[src/rtl/ieic_pkg.sv]
// Shared types and constants of the IR edge interval capture unit.
package ieic_pkg;

  typedef enum logic [2:0] {
    FUNC_EDGE   = 3'd0,
    FUNC_TICK   = 3'd1,
    FUNC_READ   = 3'd2,
    FUNC_FINISH = 3'd3,
    FUNC_START  = 3'd4
  } func_e;

  localparam logic [31:0] ALL_ONES          = 32'hFFFF_FFFF;
  localparam logic [10:0] MIN_ENTRIES_RESET = 11'd7;
  localparam int unsigned PADDR_W           = 3;
  localparam logic [PADDR_W-1:0] ADDR_MIN_ENTRIES = 3'd0;

  typedef struct packed {
    logic accept;
    logic fill_step;
    logic read_en;
    logic load_out;
  } cmd_t;

  typedef struct packed {
    logic primed;
    logic fill_zero;
  } status_t;

endpackage

[src/rtl/ieic_ctrl.sv]
// Controller state machine that sequences edge, fill, read and result steps.
module ieic_ctrl (
  input  logic              clk_i,
  input  logic              rst_ni,
  input  logic              in_valid_i,
  output logic              in_ready_o,
  input  logic [2:0]        func_i,
  output logic              out_valid_o,
  input  logic              out_ready_i,
  input  ieic_pkg::status_t status_i,
  output ieic_pkg::cmd_t    cmd_o
);

  localparam logic [1:0] ST_IDLE = 2'd0;
  localparam logic [1:0] ST_FILL = 2'd1;
  localparam logic [1:0] ST_READ = 2'd2;
  localparam logic [1:0] ST_DONE = 2'd3;

  logic [1:0] state_q, state_d;
  logic       out_valid_q, out_valid_d;

  always_comb begin
    cmd_o       = '0;
    state_d     = state_q;
    out_valid_d = out_valid_q & ~out_ready_i;
    unique case (state_q)
      ST_IDLE: begin
        if (in_valid_i) begin
          cmd_o.accept = 1'b1;
          priority if (func_i == ieic_pkg::FUNC_EDGE && status_i.primed) begin
            state_d = ST_FILL;
          end else if (func_i == ieic_pkg::FUNC_READ) begin
            state_d = ST_READ;
          end else begin
            state_d = ST_DONE;
          end
        end
      end
      ST_FILL: begin
        cmd_o.fill_step = 1'b1;
        if (status_i.fill_zero) begin
          state_d = ST_DONE;
        end
      end
      ST_READ: begin
        cmd_o.read_en = 1'b1;
        state_d       = ST_DONE;
      end
      ST_DONE: begin
        if (!out_valid_q || out_ready_i) begin
          cmd_o.load_out = 1'b1;
          out_valid_d    = 1'b1;
          state_d        = ST_IDLE;
        end
      end
      default: state_d = ST_IDLE;
    endcase
  end

  always_ff @(posedge clk_i or negedge rst_ni) begin
    if (!rst_ni) begin
      state_q     <= ST_IDLE;
      out_valid_q <= 1'b0;
    end else begin
      state_q     <= state_d;
      out_valid_q <= out_valid_d;
    end
  end

  assign in_ready_o  = (state_q == ST_IDLE);
  assign out_valid_o = out_valid_q;

endmodule

[config.mk]
export PLATFORM = sky130hd
export DESIGN_NAME = ieic_ctrl
export DESIGN_NICKNAME = d
export VERILOG_FILES = /design/src/rtl/ieic_pkg.sv /design/src/rtl/ieic_ctrl.sv
export SDC_FILE = /design/constraint.sdc
export NUM_CORES = 1
export LEC_CHECK = 0
export ABC_AREA = 1
export BUFFER_PORTS_ARGS = -buffer_cell sky130_fd_sc_hd__buf_4
export CORE_AREA = 2 2 39 41
export CTS_BUF_LIST = sky130_fd_sc_hd__clkbuf_4 sky130_fd_sc_hd__clkbuf_8 sky130_fd_sc_hd__clkbuf_16
export CTS_CLUSTER_SIZE = 20
export DETAILED_ROUTE_END_ITERATION = 10
export DIE_AREA = 0 0 41 43
export PLACE_DENSITY = 0.52
export SLEW_MARGIN = 15
export SYNTH_ARGS = -nofsm -noshare
export SYNTH_HDL_FRONTEND = slang
export SYNTH_SLANG_ARGS = --single-unit
[constraint.sdc]
create_clock -name clk_i -period 3.3 [get_ports clk_i]
set_input_delay 0.33 -clock clk_i [delete_from_list [all_inputs] [get_ports clk_i]]
set_output_delay 0.33 -clock clk_i [all_outputs]
set_load 0.03 [all_outputs]
==> impl_results.md <==
* Status: finished, final reports clean
* Cell mode on critical path: inv_1
* Vias post-DR at 282
* Drt drc at 0
* Grt ovf at 0
* Crit share post-route at 0.463
* P per Cell Area at 944 mW/mm^2
* Clk buf depth at 2
* Placer Congestion at 0.667
* FMAX at 0.654 GHz
* Cell area after synthesis at 278 um^2
* Synth cell types at 10
* CTS buffer count at 3
* Drt pass-1 iters at 2
* CTS sink cnt at 3
* Dpl hpwl at 422 um
* Required @ worst endpoint at 2.97 ns
* Max Fanout on Critical Path at 4
* Critical Path, Cell by Cell: inv_1 -> ha_1 -> nand2_1 -> inv_1 -> buf_4
* Post-synthesis sequential area ratio at 0.270
* Fin. max-slew vios at 0
* Antenna cells at 0
* Vias/cell at 3.66
* Layout cell share with drive strength beyond 1 at 0.328
* Static Leakage at 0.282 nW
* Worst-Margin Slew at 0.134 ns
* I/O Pins at 15
* Fin crit period at 1.53 ns
* Startpoint Class: flop
* Relative slew slack at 0.911
* Std-Cell Rows at 14
* Clk_lat worst skew at 0.24 ns
* Top cell type's share of synthesized area at 0.270
* Clock slew at reported path FFs at 0.04 ns
* Crit-path slowest cell: dfrtp_1
* RSZ-0062 raised after global routing: false
* CP peak stage delay at 0.40 ns
* Worst Setup Path Type: flop to output port
* #FFs+latches synth at 3
* Syn avg cell area at 6.61 um^2
* Initial antenna violation count at 0
* PortBufs at 14
* Vias in the first global route at 254
* Die ar. at 0.00176 mm^2
* WP data arrival at 1.20 ns
* CTS resizes at 0
* Cells after Synth at 42
* Synth top area cells: dfrtp_1, nand2_1, ha_1
* Total GRT Usage at 0.0866
* Core area at 0.00138 mm^2
* CTS Root Cell: clkbuf_4
* Worst hold slack at 0.354 ns
* Max-Cap Viols at 0
* Iter 0 DRT Violations at 8
* Worst Setup End Kind: output port
* Dominant cell type by area after synthesis: dfrtp_1
* Fin Clk Skew at 0.00456 ns
* TritonCTS clock tree: yes
* First-pass GRT wire length at 883 um
* Final Setup Violations at 0
* Die X at 41 um
* Hold crit path type: primary input to flop
* Antenna Nets Post-Route at 0
* Synth Warn # at 0
* Die H at 43 um
* Final hold violation count at 0
* Routed len/inst at 6.66 um
* VDD IR-drop max at 254 uV
* Initial core utilization at 0.201
* Area delta synth->final at 59.5%
* Fin nets at 76
* Synth Net Count at 56
* Drt total wl at 513 um
* Setup TNS at 0 ns
* Htree depth at 1
* Pin count of the biggest net entering global routing at 5
==> cell usage after synthesis <==
master and n:
dfrtp_1 3, inv_1 10, nand3_1 1, nor2_1 2, inv_2 1, nand3_2 1
ha_1 5, a21oi_1 1, nand2_1 17, nand3b_1 1
==> through the flow <==
step	utilization	instances	setup slack, ns	area (um^2)	total power, mW
detailed placement	0.291	72	2.01	403	0.350
global placement	0.291	72	2.02	403	0.349
floorplan	-	42	1.83	278	0.273
CTS	0.320	77	1.75	443	0.429
finish	0.320	77	1.77	443	0.418
global route	0.320	77	1.68	443	0.467
==> layout by cell type (no fill, tap or decap) <==
master | Yosys | layout
dlygate4sd3_1 | 0 | 1
inv_2 | 1 | 1
nand3_1 | 1 | 1
clkbuf_4 | 0 | 4
inv_1 | 10 | 10
nand3_2 | 1 | 1
dfrtp_1 | 3 | 3
nand2_1 | 17 | 17
nand3b_1 | 1 | 1
ha_1 | 5 | 5
nor2_1 | 2 | 2
buf_4 | 0 | 14
a21oi_1 | 1 | 1
==> final timing paths <==
path | startpoint | to | slack, ns | cells past startpoint
max | state_q[0]$_DFFE_PN0P_ | cmd_o[3] | 1.77 | 5
min | out_ready_i | out_valid_o$_DFF_PN0_ | 0.35 | 4
max reg2reg | state_q[0]$_DFFE_PN0P_ | state_q[1]$_DFFE_PN0P_ | 2.17 | 7
min reg2reg | out_valid_o$_DFF_PN0_ | out_valid_o$_DFF_PN0_ | 0.52 | 2
max in group asynchronous | rst_ni | out_valid_o$_DFF_PN0_ | 2.79 | 2
min in group asynchronous | rst_ni | state_q[0]$_DFFE_PN0P_ | 0.42 | 2
==> layout make-up <==
type	count	area (um^2)
tap	16	20.0
multi-input combinational	28	161
timing repair buffer	15	115
inverter	11	41.3
sequential	3	75.1
fill	153	941
clock buffer	4	30.0
==> sequential cells by signal (all words and copies together) (netlist names) <==
signal,flops
out_valid_o,1
state_q,2
==> power breakdown <==
group          internal, mW  switching (mW)
logic                 0.103           0.165
registers            0.0574          0.0183
clock network        0.0536          0.0202
==> critical path, delay by kind of cell, from the launching register on <==
kind          cells  cell delay [ns]
fa+ha+maj         1             0.19
buf+inv           3             0.30
flops             1             0.40
simple gates      1             0.06
==> kinds of logic (layout without fill, tap and decap cells) <==
logic type | count (synthesis) | count (layout) | synth area share
simple gates | 22 | 22 | 0.338
buf+inv | 11 | 30 | 0.149
fa+ha+maj | 5 | 5 | 0.225
flops | 3 | 3 | 0.270
compound gates | 1 | 1 | 0.0180
==> what timing repair did <==
| item | 4_1_cts | 5_1_grt |
|---|---|---|
| endpoints found under the hold margin | 3 | 0 |
| hold buffers | 1 | 0 |
| setup buffers | 0 | 0 |
==> layer usage <==
metal | up-vias | wire [um] | GRT usage
li1 | 158 | - | -
met1 | 113 | 202 | 0.0649
met2 | 9 | 242 | 0.116
met3 | 2 | 46 | 0.0628
met4 | 0 | 22 | 0.113
met5 | - | 0 | 0
(Power assumes the default switching activity.)
